[src/sv/atfc_pkg.sv]
// ---------------------------------------------------------------------------
// Access token format checker package
// Shared character codes, expiry accumulator codes, limits and the
// end-of-token snapshot that passes from the scanner to the verdict stage.
// ---------------------------------------------------------------------------
package atfc_pkg;

  // Default longest token, in bytes
  localparam int DEF_MAX_LEN = 4096;

  // Characters the scanner looks for
  localparam logic [7:0] CH_EQ    = 8'h3D;  // '='
  localparam logic [7:0] CH_AMP   = 8'h26;  // '&'
  localparam logic [7:0] CH_SPACE = 8'h20;  // ' '
  localparam logic [7:0] CH_S     = 8'h73;  // 's'
  localparam logic [7:0] CH_E     = 8'h65;  // 'e'
  localparam logic [7:0] CH_R     = 8'h72;  // 'r'
  localparam logic [7:0] CH_I     = 8'h69;  // 'i'
  localparam logic [7:0] CH_G     = 8'h67;  // 'g'
  localparam logic [7:0] CH_0     = 8'h30;  // '0'
  localparam logic [7:0] CH_9     = 8'h39;  // '9'

  // Decimal radix and the largest value that can take one more digit
  localparam logic [3:0]  RADIX_MAX_DIGIT_LOW = 4'd5;
  localparam logic [63:0] EXP_LIM_LOW  = 64'd1844674407370955161;  // digits 0 to 5
  localparam logic [63:0] EXP_LIM_HIGH = 64'd1844674407370955160;  // digits 6 to 9

  // Expiry accumulator state
  typedef enum logic [1:0] {
    CODE_RUN   = 2'd0,  // still taking digits
    CODE_DONE  = 2'd1,  // frozen with a good value
    CODE_BAD   = 2'd2,  // malformed or overflowed
    CODE_SPACE = 2'd3   // a space arrived while taking digits
  } exp_code_t;

  // End-of-token snapshot
  typedef struct packed {
    logic        format_ok;  // keys present, fields ordered, length kept
    exp_code_t   code;
    logic [63:0] value;
    logic [39:0] now;
  } snap_t;

endpackage

[src/sv/atfc_scan.sv]
// ---------------------------------------------------------------------------
// Token scanner
// Per-byte key detection, field bound tracking and expiry accumulation.
// Produces the end-of-token snapshot on the final byte and clears itself.
// ---------------------------------------------------------------------------
module atfc_scan #(
  parameter int MAX_LEN = atfc_pkg::DEF_MAX_LEN
) (
  input  logic              clk,
  input  logic              rst_n,
  input  logic              step_i,
  input  logic [7:0]        byte_i,
  input  logic              last_i,
  input  logic [39:0]       now_i,
  output atfc_pkg::snap_t   snap_o
);

  localparam int PW = $clog2(MAX_LEN + 1);
  localparam logic [PW-1:0] POS_MAX = PW'(MAX_LEN);
  localparam logic [PW-1:0] POS_ONE = PW'(1);
  localparam logic [PW-1:0] POS_THREE = PW'(3);
  localparam logic [PW-1:0] POS_FOUR = PW'(4);

  // State
  logic [PW-1:0]         pos_r;
  logic [7:0]            rb_r [4];
  logic [63:0]           val_r [4];
  atfc_pkg::exp_code_t   code_r [4];
  logic                  ovf_r;
  logic                  se_start_v_r, se_stop_v_r;
  logic                  sr_start_v_r, sr_stop_v_r;
  logic                  sig_start_v_r, sig_stop_v_r;
  logic [PW-1:0]         se_start_r, se_stop_r;
  logic [PW-1:0]         sr_start_r, sr_stop_r;
  logic [PW-1:0]         sig_start_r, sig_stop_r;

  // Next field bounds
  logic                  se_start_v_nxt, se_stop_v_nxt;
  logic                  sr_start_v_nxt, sr_stop_v_nxt;
  logic                  sig_start_v_nxt, sig_stop_v_nxt;
  logic [PW-1:0]         se_start_nxt, se_stop_nxt;
  logic [PW-1:0]         sr_start_nxt, sr_stop_nxt;
  logic [PW-1:0]         sig_start_nxt, sig_stop_nxt;

  logic                  at_max;
  logic                  se_key, sr_key, sig_key;
  logic                  sep3_ok, sep4_ok;
  logic                  se_open, sr_open, sig_open;
  logic [PW-1:0]         pos_p1, pos_m3, pos_m4;
  logic                  void_key, fresh, freeze, freeze_late;

  logic [63:0]           base_val;
  atfc_pkg::exp_code_t   base_code;
  atfc_pkg::exp_code_t   frz_code;
  logic                  is_digit;
  logic [3:0]            digit;
  logic [63:0]           mul_lim;
  logic                  mul_ovf;
  logic [63:0]           prod;
  logic [63:0]           val_nxt;
  atfc_pkg::exp_code_t   code_nxt;

  logic [PW-1:0]         len;
  logic                  se_fin_v, sr_fin_v, sig_fin_v;
  logic [PW-1:0]         se_fin, sr_fin, sig_fin;
  logic                  bounds_ok;
  logic                  clr;

  // Decode the current byte against recent history
  assign at_max   = (pos_r >= POS_MAX);
  assign se_key   = (byte_i == atfc_pkg::CH_EQ) && (rb_r[0] == atfc_pkg::CH_E) &&
                    (rb_r[1] == atfc_pkg::CH_S);
  assign sr_key   = (byte_i == atfc_pkg::CH_EQ) && (rb_r[0] == atfc_pkg::CH_R) &&
                    (rb_r[1] == atfc_pkg::CH_S);
  assign sig_key  = (byte_i == atfc_pkg::CH_EQ) && (rb_r[0] == atfc_pkg::CH_G) &&
                    (rb_r[1] == atfc_pkg::CH_I) && (rb_r[2] == atfc_pkg::CH_S);
  assign sep3_ok  = (rb_r[2] == atfc_pkg::CH_SPACE) || (rb_r[2] == atfc_pkg::CH_AMP);
  assign sep4_ok  = (rb_r[3] == atfc_pkg::CH_SPACE) || (rb_r[3] == atfc_pkg::CH_AMP);
  assign se_open  = se_start_v_r && !se_stop_v_r;
  assign sr_open  = sr_start_v_r && !sr_stop_v_r;
  assign sig_open = sig_start_v_r && !sig_stop_v_r;
  assign pos_p1   = pos_r + POS_ONE;
  assign pos_m3   = pos_r - POS_THREE;
  assign pos_m4   = pos_r - POS_FOUR;

  // Open new fields and close the one open field by priority
  always_comb begin
    se_start_v_nxt  = se_start_v_r;
    se_start_nxt    = se_start_r;
    se_stop_v_nxt   = se_stop_v_r;
    se_stop_nxt     = se_stop_r;
    sr_start_v_nxt  = sr_start_v_r;
    sr_start_nxt    = sr_start_r;
    sr_stop_v_nxt   = sr_stop_v_r;
    sr_stop_nxt     = sr_stop_r;
    sig_start_v_nxt = sig_start_v_r;
    sig_start_nxt   = sig_start_r;
    sig_stop_v_nxt  = sig_stop_v_r;
    sig_stop_nxt    = sig_stop_r;
    void_key        = 1'b0;
    fresh           = 1'b0;
    freeze          = 1'b0;
    freeze_late     = 1'b0;
    if (!at_max) begin
      if (se_key) begin
        if (sr_open) begin
          if (sep3_ok) begin
            sr_stop_v_nxt = 1'b1;
            sr_stop_nxt   = pos_m3;
          end else begin
            void_key = 1'b1;
          end
        end else if (sig_open) begin
          if (sep3_ok) begin
            sig_stop_v_nxt = 1'b1;
            sig_stop_nxt   = pos_m3;
          end else begin
            void_key = 1'b1;
          end
        end
        se_start_v_nxt = !void_key;
        se_start_nxt   = pos_p1;
        fresh          = 1'b1;
      end else if (sr_key) begin
        if (se_open) begin
          if (sep3_ok) begin
            se_stop_v_nxt = 1'b1;
            se_stop_nxt   = pos_m3;
            freeze        = 1'b1;
          end else begin
            void_key = 1'b1;
          end
        end else if (sig_open) begin
          if (sep3_ok) begin
            sig_stop_v_nxt = 1'b1;
            sig_stop_nxt   = pos_m3;
          end else begin
            void_key = 1'b1;
          end
        end
        sr_start_v_nxt = !void_key;
        sr_start_nxt   = pos_p1;
      end else if (sig_key) begin
        if (sr_open) begin
          if (sep4_ok) begin
            sr_stop_v_nxt = 1'b1;
            sr_stop_nxt   = pos_m4;
          end else begin
            void_key = 1'b1;
          end
        end else if (se_open) begin
          if (sep4_ok) begin
            se_stop_v_nxt = 1'b1;
            se_stop_nxt   = pos_m4;
            freeze        = 1'b1;
            freeze_late   = 1'b1;
          end else begin
            void_key = 1'b1;
          end
        end
        sig_start_v_nxt = !void_key;
        sig_start_nxt   = pos_p1;
      end
    end
  end

  // Pick the accumulator to continue from: newest, or the one before the key
  always_comb begin
    frz_code = freeze_late ? code_r[3] : code_r[2];
    if (freeze) begin
      base_val  = freeze_late ? val_r[3] : val_r[2];
      base_code = (frz_code == atfc_pkg::CODE_BAD) ? atfc_pkg::CODE_BAD :
                                                      atfc_pkg::CODE_DONE;
    end else begin
      base_val  = val_r[0];
      base_code = code_r[0];
    end
  end

  // Multiply by ten and add the digit; flag a carry out of 64 bits
  assign is_digit = (byte_i >= atfc_pkg::CH_0) && (byte_i <= atfc_pkg::CH_9);
  assign digit    = 4'(byte_i - atfc_pkg::CH_0);
  assign mul_lim  = (digit <= atfc_pkg::RADIX_MAX_DIGIT_LOW) ? atfc_pkg::EXP_LIM_LOW :
                                                              atfc_pkg::EXP_LIM_HIGH;
  assign mul_ovf  = (base_val > mul_lim);
  assign prod     = (base_val << 3) + (base_val << 1) + 64'(digit);

  // Advance the expiry accumulator
  always_comb begin
    val_nxt  = base_val;
    code_nxt = base_code;
    if (fresh) begin
      val_nxt  = '0;
      code_nxt = atfc_pkg::CODE_RUN;
    end else begin
      unique case (base_code)
        atfc_pkg::CODE_SPACE: code_nxt = atfc_pkg::CODE_BAD;
        atfc_pkg::CODE_RUN: begin
          if (byte_i == atfc_pkg::CH_AMP) begin
            code_nxt = atfc_pkg::CODE_DONE;
          end else if (is_digit) begin
            if (mul_ovf) begin
              val_nxt  = '1;
              code_nxt = atfc_pkg::CODE_BAD;
            end else begin
              val_nxt = prod;
            end
          end else if (byte_i == atfc_pkg::CH_SPACE) begin
            code_nxt = atfc_pkg::CODE_SPACE;
          end else begin
            code_nxt = atfc_pkg::CODE_BAD;
          end
        end
        atfc_pkg::CODE_DONE, atfc_pkg::CODE_BAD: ;
      endcase
    end
  end

  // End-of-token bounds: close the first open field at the token length
  assign len = at_max ? pos_r : pos_p1;

  always_comb begin
    se_fin_v  = se_stop_v_nxt;
    se_fin    = se_stop_nxt;
    sr_fin_v  = sr_stop_v_nxt;
    sr_fin    = sr_stop_nxt;
    sig_fin_v = sig_stop_v_nxt;
    sig_fin   = sig_stop_nxt;
    priority if (!se_stop_v_nxt) begin
      se_fin_v = 1'b1;
      se_fin   = len;
    end else if (!sr_stop_v_nxt) begin
      sr_fin_v = 1'b1;
      sr_fin   = len;
    end else if (!sig_stop_v_nxt) begin
      sig_fin_v = 1'b1;
      sig_fin   = len;
    end
  end

  assign bounds_ok = se_start_v_nxt && sr_start_v_nxt && sig_start_v_nxt &&
                     se_fin_v && (se_fin > se_start_nxt) &&
                     sr_fin_v && (sr_fin > sr_start_nxt) &&
                     sig_fin_v && (sig_fin > sig_start_nxt);

  // Snapshot for the verdict stage
  always_comb begin
    snap_o.format_ok = bounds_ok && !ovf_r && !at_max;
    snap_o.code      = at_max ? code_r[0] : code_nxt;
    snap_o.value     = at_max ? val_r[0] : val_nxt;
    snap_o.now       = now_i;
  end

  // Hold state; clear on reset and after every final byte
  assign clr = !rst_n || (step_i && last_i);

  always_ff @(posedge clk) begin
    if (clr) begin
      pos_r         <= '0;
      ovf_r         <= 1'b0;
      se_start_v_r  <= 1'b0;
      se_stop_v_r   <= 1'b0;
      sr_start_v_r  <= 1'b0;
      sr_stop_v_r   <= 1'b0;
      sig_start_v_r <= 1'b0;
      sig_stop_v_r  <= 1'b0;
      se_start_r    <= '0;
      se_stop_r     <= '0;
      sr_start_r    <= '0;
      sr_stop_r     <= '0;
      sig_start_r   <= '0;
      sig_stop_r    <= '0;
      for (int i = 0; i < 4; i++) begin
        rb_r[i]   <= '0;
        val_r[i]  <= '0;
        code_r[i] <= atfc_pkg::CODE_RUN;
      end
    end else if (step_i) begin
      if (at_max) begin
        ovf_r <= 1'b1;
      end else begin
        pos_r         <= pos_p1;
        se_start_v_r  <= se_start_v_nxt;
        se_start_r    <= se_start_nxt;
        se_stop_v_r   <= se_stop_v_nxt;
        se_stop_r     <= se_stop_nxt;
        sr_start_v_r  <= sr_start_v_nxt;
        sr_start_r    <= sr_start_nxt;
        sr_stop_v_r   <= sr_stop_v_nxt;
        sr_stop_r     <= sr_stop_nxt;
        sig_start_v_r <= sig_start_v_nxt;
        sig_start_r   <= sig_start_nxt;
        sig_stop_v_r  <= sig_stop_v_nxt;
        sig_stop_r    <= sig_stop_nxt;
        for (int i = 3; i > 0; i--) begin
          rb_r[i]   <= rb_r[i-1];
          val_r[i]  <= val_r[i-1];
          code_r[i] <= code_r[i-1];
        end
        rb_r[0]   <= byte_i;
        val_r[0]  <= val_nxt;
        code_r[0] <= code_nxt;
      end
    end
  end

  // Checks
  a_pos_bound: assert property (@(posedge clk) disable iff (!rst_n)
    pos_r <= POS_MAX)
    else $error("byte position beyond the length limit");

  a_clear_after_last: assert property (@(posedge clk) disable iff (!rst_n)
    step_i && last_i |=> (pos_r == '0) && !ovf_r && !se_start_v_r)
    else $error("scanner not cleared after final byte");

  a_fresh_expiry: assert property (@(posedge clk) disable iff (!rst_n)
    step_i && !last_i && !at_max && se_key |=>
      (code_r[0] == atfc_pkg::CODE_RUN) && (val_r[0] == '0))
    else $error("expiry accumulator not restarted by se key");

endmodule

[config.mk]
export PLATFORM = sky130hd
export DESIGN_NAME = atfc_scan
export DESIGN_NICKNAME = d
export VERILOG_FILES = /design/src/sv/atfc_pkg.sv /design/src/sv/atfc_scan.sv
export SDC_FILE = /design/constraint.sdc
export NUM_CORES = 1
export LEC_CHECK = 0
export BUFFER_PORTS_ARGS = -buffer_cell sky130_fd_sc_hd__buf_4
export CAP_MARGIN = 20
export CORE_MARGIN = 2
export CORE_UTILIZATION = 35
export CTS_CLUSTER_SIZE = 20
export DETAILED_ROUTE_END_ITERATION = 16
export PLACE_DENSITY_LB_ADDON = 0.1
export SYNTH_ARGS = -nofsm -noshare
export SYNTH_HDL_FRONTEND = slang
export SYNTH_SLANG_ARGS = --single-unit
[constraint.sdc]
create_clock -name clk -period 26.1 [get_ports clk]
set_input_delay 1.305 -clock clk [delete_from_list [all_inputs] [get_ports clk]]
set_output_delay 1.305 -clock clk [all_outputs]
set_load 0.01 [all_outputs]
==> results.yml, run 1 <==
route:
  drc: 0
  vias_per_cell: 5.54
  initialDrtViolationCount: 1739
  postRouteAntennaNets: 0
  totalWireLength_mm: 80.9
  vias: 21300
  wire_per_inst_um: 21.0
  first_pass_iters: 6
placement:
  gp_congestion: 0.876
  port_buffers: 78
  dp_hpwl_mm: 55.8
  place_area_mm2: 0.0274
  place_inst: 3757
cts:
  clkTransAtPathRegs_ns: 0.06
  ctsHoldBuffers: 0
  clockRootBuffer: "clkbuf_16"
  cts_buffers: 49
  clockBufferDepth: 3
  cts-resized-gates: 0
  cts_setup_buffers: 0
  htree_levels: 2
  cts_tree: "built"
  clkSinkCount: 394
  clkLatencyLatePin_ns: 0.60
die:
  num_rows: 100
  die_x_um: 278
  core_area_mm2: 0.0743
  io_pins: 159
  dieArea_mm2: 0.0773
  start_util: 0.353
  die_h_um: 278
logic_synthesis:
  synth_top_family_by_area: "simple AND/OR/NAND/NOR gates"
  synth.distinct_cells: 85
  synth_nets: 3113
  synth_edf_count: 296
  synth_compound_area_frac: 0.187
  async_flop_share: 0
  synthMuxAreaShare: 0.0215
  dominantRegCellSynth: "edfxtp_1"
  synth_fa_ha_area_frac: 0.0820
  synth-simple-area-share: 0.220
  syn_area_mm2: 0.0263
  synth_seq_cells: 394
  avgSynthCellArea_um2: 9.09
  yosysWarnings: 0
  synth_xor_area_frac: 0.0327
  synth-seq-area-share: 0.413
  synthCells: 2890
finish:
  fin_util: 0.389
  syn_to_final_growth_pct: 9.99
  antennaDiodeCount: 0
  layout-drive-gt1-share: 0.101
  nNetsFinal: 3063
  layoutNonFillerInstCount: 3846
  fin_area_mm2: 0.0289
grt:
  antenna_found_initial: 0
  overflow: 0
  grt_max_degree: 111
  grt_pass1_vias: 20842
  grt_use_total: 0.207
  grt_pass1_wl_mm: 126
power:
  p_per_area_mw_per_mm2: 53.6
  peakVddDrop_mv: 0.0416
  leakage_uw: 0.0114
timing:
  fin_tns_setup_ns: 0
  finalHoldViolCount: 0
  maxSlewViolCount: 0
  finalSetupViolCount: 0
  skew_ns: 0.0172
  tightest_slew_ns: 1.05
  rsz0062_at_grt: "no"
  layout_min_cycle_time_ns: 10.43
  slew-limit-headroom: 0.303
  period_share: 0.400
  fmax_mhz: 95.9
setup_path:
  path_max_fanout: 98
  crit_required_ns: 24.79
  worstPathArrival_ns: 9.12
  critPathCaptureType: "output pin"
  crit_type: "input port to output pin"
  startpoint_type: "input port"
worst_hold_path:
  worstHoldPathType: "flip-flop to flip-flop"
flow_run:
  maxCapViolCount: 0
status:
  status: "finished clean"
-- flip-flops by register name, summed over array words and instances, names as in the netlist, 8 cells and up --
name	count
sr_start_r	13
sig_stop_r	13
sr_stop_r	13
se_stop_r	13
rb_r	32
code_r	8
pos_r	13
val_r	256
sig_start_r	13
se_start_r	13
-- report_power, final --
group          switching (µW)  total [µW]  internal (µW)
registers                19.7         719            699
logic                     103         166           63.5
clock network             283         665            382
-- cells in the mapped netlist (34+ instances only) --
library cell | n | area (µm²)
nand2_1 | 410 | 1540
o31ai_1 | 36 | 270
nor2_1 | 270 | 1010
a21oi_1 | 155 | 776
o21ai_0 | 187 | 936
a31oi_1 | 65 | 407
o31ai_2 | 34 | 425
mux2i_1 | 44 | 440
inv_1 | 35 | 131
a21o_1 | 50 | 375
ha_1 | 169 | 2110
xor2_1 | 35 | 307
o22ai_1 | 41 | 257
nand3_1 | 42 | 210
nor3_1 | 51 | 255
dfxtp_1 | 98 | 1960
xnor2_1 | 63 | 552
edfxtp_1 | 296 | 8890
clkbuf_1 | 141 | 529
buf_4 | 40 | 300
and2_1 | 241 | 1510
-- final cells by class --
class,instances,area (µm²)
multi-input cells,2251,14300
repair buffers,109,816
fillers,7597,45400
inverters,35,139
clock buffers,62,1300
flip-flops and latches,394,10900
well taps,969,1210
clock inverters,26,234
-- metal layers --
metal | vias to the layer above | wire (µm) | track usage
met5 | - | 0 | 0
met2 | 535 | 35800 | 0.324
met4 | 0 | 1660 | 0.0527
met1 | 10342 | 39800 | 0.302
met3 | 96 | 3640 | 0.0248
li1 | 10327 | - | -
-- final timing paths --
kind | startpoint | end | slack [ns] | cells past startpoint
max reg2reg | rb_r[1][2] | val_r[0][60] | 17.74 | 22
max | byte_i[6] | snap_o[100] | 15.67 | 24
min reg2reg | sr_start_r[4] | sr_start_r[4] | 0.45 | 2
min | sr_start_r[4] | sr_start_r[4] | 0.45 | 2
-- critical path, cell delays in order --
cell and delay, ns:
buf_4 0.11, and4bb_2 0.37, nand4_1 0.24, or2_0 0.45
a211oi_4 0.20, buf_4 0.41, buf_4 0.88, a31oi_1 0.35
fa_1 0.63, inv_1 0.07, fa_1 0.47, nor2b_1 0.21
o31a_1 0.19, or4_1 0.19, nand4_1 0.18, a21o_1 0.27
a2111oi_0 0.80, o2111a_1 0.30, o21ai_0 0.23, o21ai_0 0.36
a41oi_1 0.18, nor3_2 0.23, o21ai_1 0.22, buf_4 0.21
-- stage by stage --
step / hold WS (ns) / setup slack (ns) / total power, µW
floorplan: 0.420 / 16.49 / 850
global placement: 0.430 / 15.80 / 897
detailed placement: 0.437 / 15.70 / 897
CTS: 0.451 / 15.66 / 1570
global route: 0.470 / 15.18 / 1610
finish: 0.448 / 15.67 / 1550
-- cells in the final DEF (no fill, tap or decap), drive strengths merged, types with 8 or more instances in the layout --
cell type and instances:
o22ai 72, nor4 25, nor2 270, xnor2 63, mux2i 44, o21a 18, xor2 35, buf 109
nand3 42, o31ai 70, mux2 11, or2 9, dfxtp 98, ha 169, a31oi 65, and3 21
o21bai 8, nor3 52, o211ai 15, a21o 50, inv 36, nor2b 26, o21ai 194, a211oi 10
a211o 10, and2 241, a21oi 155, clkbuf 62, a22o 18, nand2 411, or3 14, nand2b 20
edfxtp 296, nand4 31, clkinv 19
-- logic make-up after synthesis --
logic type | after synthesis
AND/OR/NAND/NOR | 1198
AO/OA/AOI/OAI | 729
flip-flops | 394
buffers and inverters | 245
adder cells (fa/ha/maj) | 171
XOR/XNOR | 98
multiplexers | 55
No activity file was read; power rests on OpenSTA's default activity.
==> inputs of run 2 (changes only) <==
clock period = 10.6 ns   (was 26.1 ns; I/O delays follow)
==> results.yml, run 2 (same netlist as run 1, synthesis figures left out) <==
status:
  status: "finished clean"
finish:
  layout-drive-gt1-share: 0.103
  final_common_cell: "nand2_1"
  top_regs: "val_r (256), rb_r (32)"
  syn_to_final_growth_pct: 10.7
  multiInputGateArea_mm2: 0.0143
  antennaDiodeCount: 0
  nFillCells: 7516
  nNetsFinal: 3061
  regArea_mm2: 0.0109
  layoutNonFillerInstCount: 3847
  largest_reg_flops: 256
  largest_register: "val_r"
  fin_util: 0.391
  mostFrequentLayoutCells: "409 x nand2_1, 296 x edfxtp_1, 270 x nor2_1, 240 x and2_1, 187 x o21ai_0"
cts:
  cts_buffers: 49
  cts-resized-gates: 0
  clockBufferDepth: 3
  ctsHoldBuffers: 0
  cts_setup_buffers: 0
  clockRootBuffer: "clkbuf_16"
  htree_levels: 2
  clkTransAtPathRegs_ns: 0.06
  clkLatencyLatePin_ns: 0.62
  clkSinkCount: 394
  cts_tree: "built"
die:
  dieArea_mm2: 0.0773
  start_util: 0.353
  die_x_um: 278
  core_area_mm2: 0.0743
  num_rows: 100
  io_pins: 159
  die_h_um: 278
setup_path:
  startpoint_type: "flip-flop"
  ff2ff_setup_slack_ns: 3.00
  r2r-start: "rb_r[1][2]"
  r2r_end: "val_r[0][61]"
  crit_type: "flip-flop to output pin"
  endpoint: "snap_o[102]"
  path_max_fanout: 53
  crit_buf_inv: 3
  cp_slowest_cell: "nor4_2"
  cp.depth: 23
  worstPathArrival_ns: 8.29
  cp_slowest_stage_delay_ns: 0.65
  critPathCaptureType: "output pin"
  cp_top_family: "simple AND/OR/NAND/NOR gates"
  reg2reg_depth: 21
  cp_cell_sequence: "nor4bb_1, nand4_1, or2_0, nor4_2, buf_12, nand2_1, a31oi_1, fa_1, inv_1, fa_1, nor2b_1, o31a_1, or4_1, nand4_1, a21o_1, a21oi_1, o21ai_0, a21oi_1, a31oi_1, xnor2_1, o21ai_0, o31ai_1, buf_4"
  crit_required_ns: 10.07
  crit_start: "rb_r[1][2]"
placement:
  place_inst: 3755
  gp_congestion: 0.882
  dp_hpwl_mm: 56.2
  port_buffers: 78
timing:
  maxSlewViolCount: 0
  finalHoldViolCount: 0
  finalSetupViolCount: 0
  period_share: 0.832
  tightest_slew_ns: 1.18
  slew-limit-headroom: 0.216
  fmax_mhz: 113
  layout_min_cycle_time_ns: 8.82
  rsz0062_at_grt: "no"
  fin_tns_setup_ns: 0
  finalHoldWorstSlack_ns: 0.210
  skew_ns: 0.0318
grt:
  grt_pass1_vias: 21152
  overflow: 0
  grt_use_total: 0.210
  grt_pass1_wl_mm: 127
  grt_max_degree: 170
  antenna_found_initial: 1
route:
  wire_per_inst_um: 21.3
  totalWireLength_mm: 82.1
  initialDrtViolationCount: 1763
  vias_per_cell: 5.55
  first_pass_iters: 8
  vias: 21337
  drc: 0
  postRouteAntennaNets: 0
power:
  leakage_uw: 0.0115
  peakVddDrop_mv: 0.123
  p_per_area_mw_per_mm2: 137
  power.total_uw: 4000
worst_hold_path:
  worstHoldPathType: "input port to flip-flop"
flow_run:
  maxCapViolCount: 0
==> run 2: tightest hold or removal path, stage by stage <==
cell and delay, ns:
buf_4 0.13, nand2_1 0.07, nor2_1 0.04
==> run 2: worst min-delay path by stage <==
| stage | cells after the start | slack (ns) | end | start |
|---|---|---|---|---|
| 2_1_floorplan | 2 | 0.42 | se_stop_r[10] | se_stop_r[10] |
| 3_3_place_gp | 2 | 0.43 | sr_start_r[3] | sr_start_r[3] |
| 3_5_place_dp | 2 | 0.44 | sr_start_r[2] | sr_start_r[2] |
| 4_1_cts | 3 | 0.17 | pos_r[12] | rst_n |
| 5_1_grt | 3 | 0.21 | pos_r[12] | rst_n |
| 6_report | 3 | 0.21 | pos_r[12] | rst_n |
==> run 2: area by class of cell <==
| class | count | area share |
|---|---|---|
| inverters | 35 | 0.00477 |
| clock buffers | 58 | 0.0447 |
| multi-input cells | 2251 | 0.493 |
| well taps | 969 | 0.0417 |
| clock inverters | 33 | 0.0138 |
| repair buffers | 107 | 0.0288 |
| flip-flops and latches | 394 | 0.373 |
==> run 2: layer usage <==
metal / global-route usage / part of all wire
met1: 0.297 / 0.48
met2: 0.329 / 0.44
met3: 0.0312 / 0.052
met4: 0.0661 / 0.027
met5: 0 / 0
==> run 2: through the flow <==
stage | worst slack (ns) | instance area, µm²
CTS | 1.67 | 29100
global route | 0.982 | 29100
global placement | 2.48 | 27400
detailed placement | 2.35 | 27400
finish | 1.78 | 29100
floorplan | 1.60 | 26300
==> run 2: power by group <==
part / internal (µW) / switching [µW]
Sequential: 1720 / 48.5
Clock: 1090 / 718
Combinational: 157 / 256
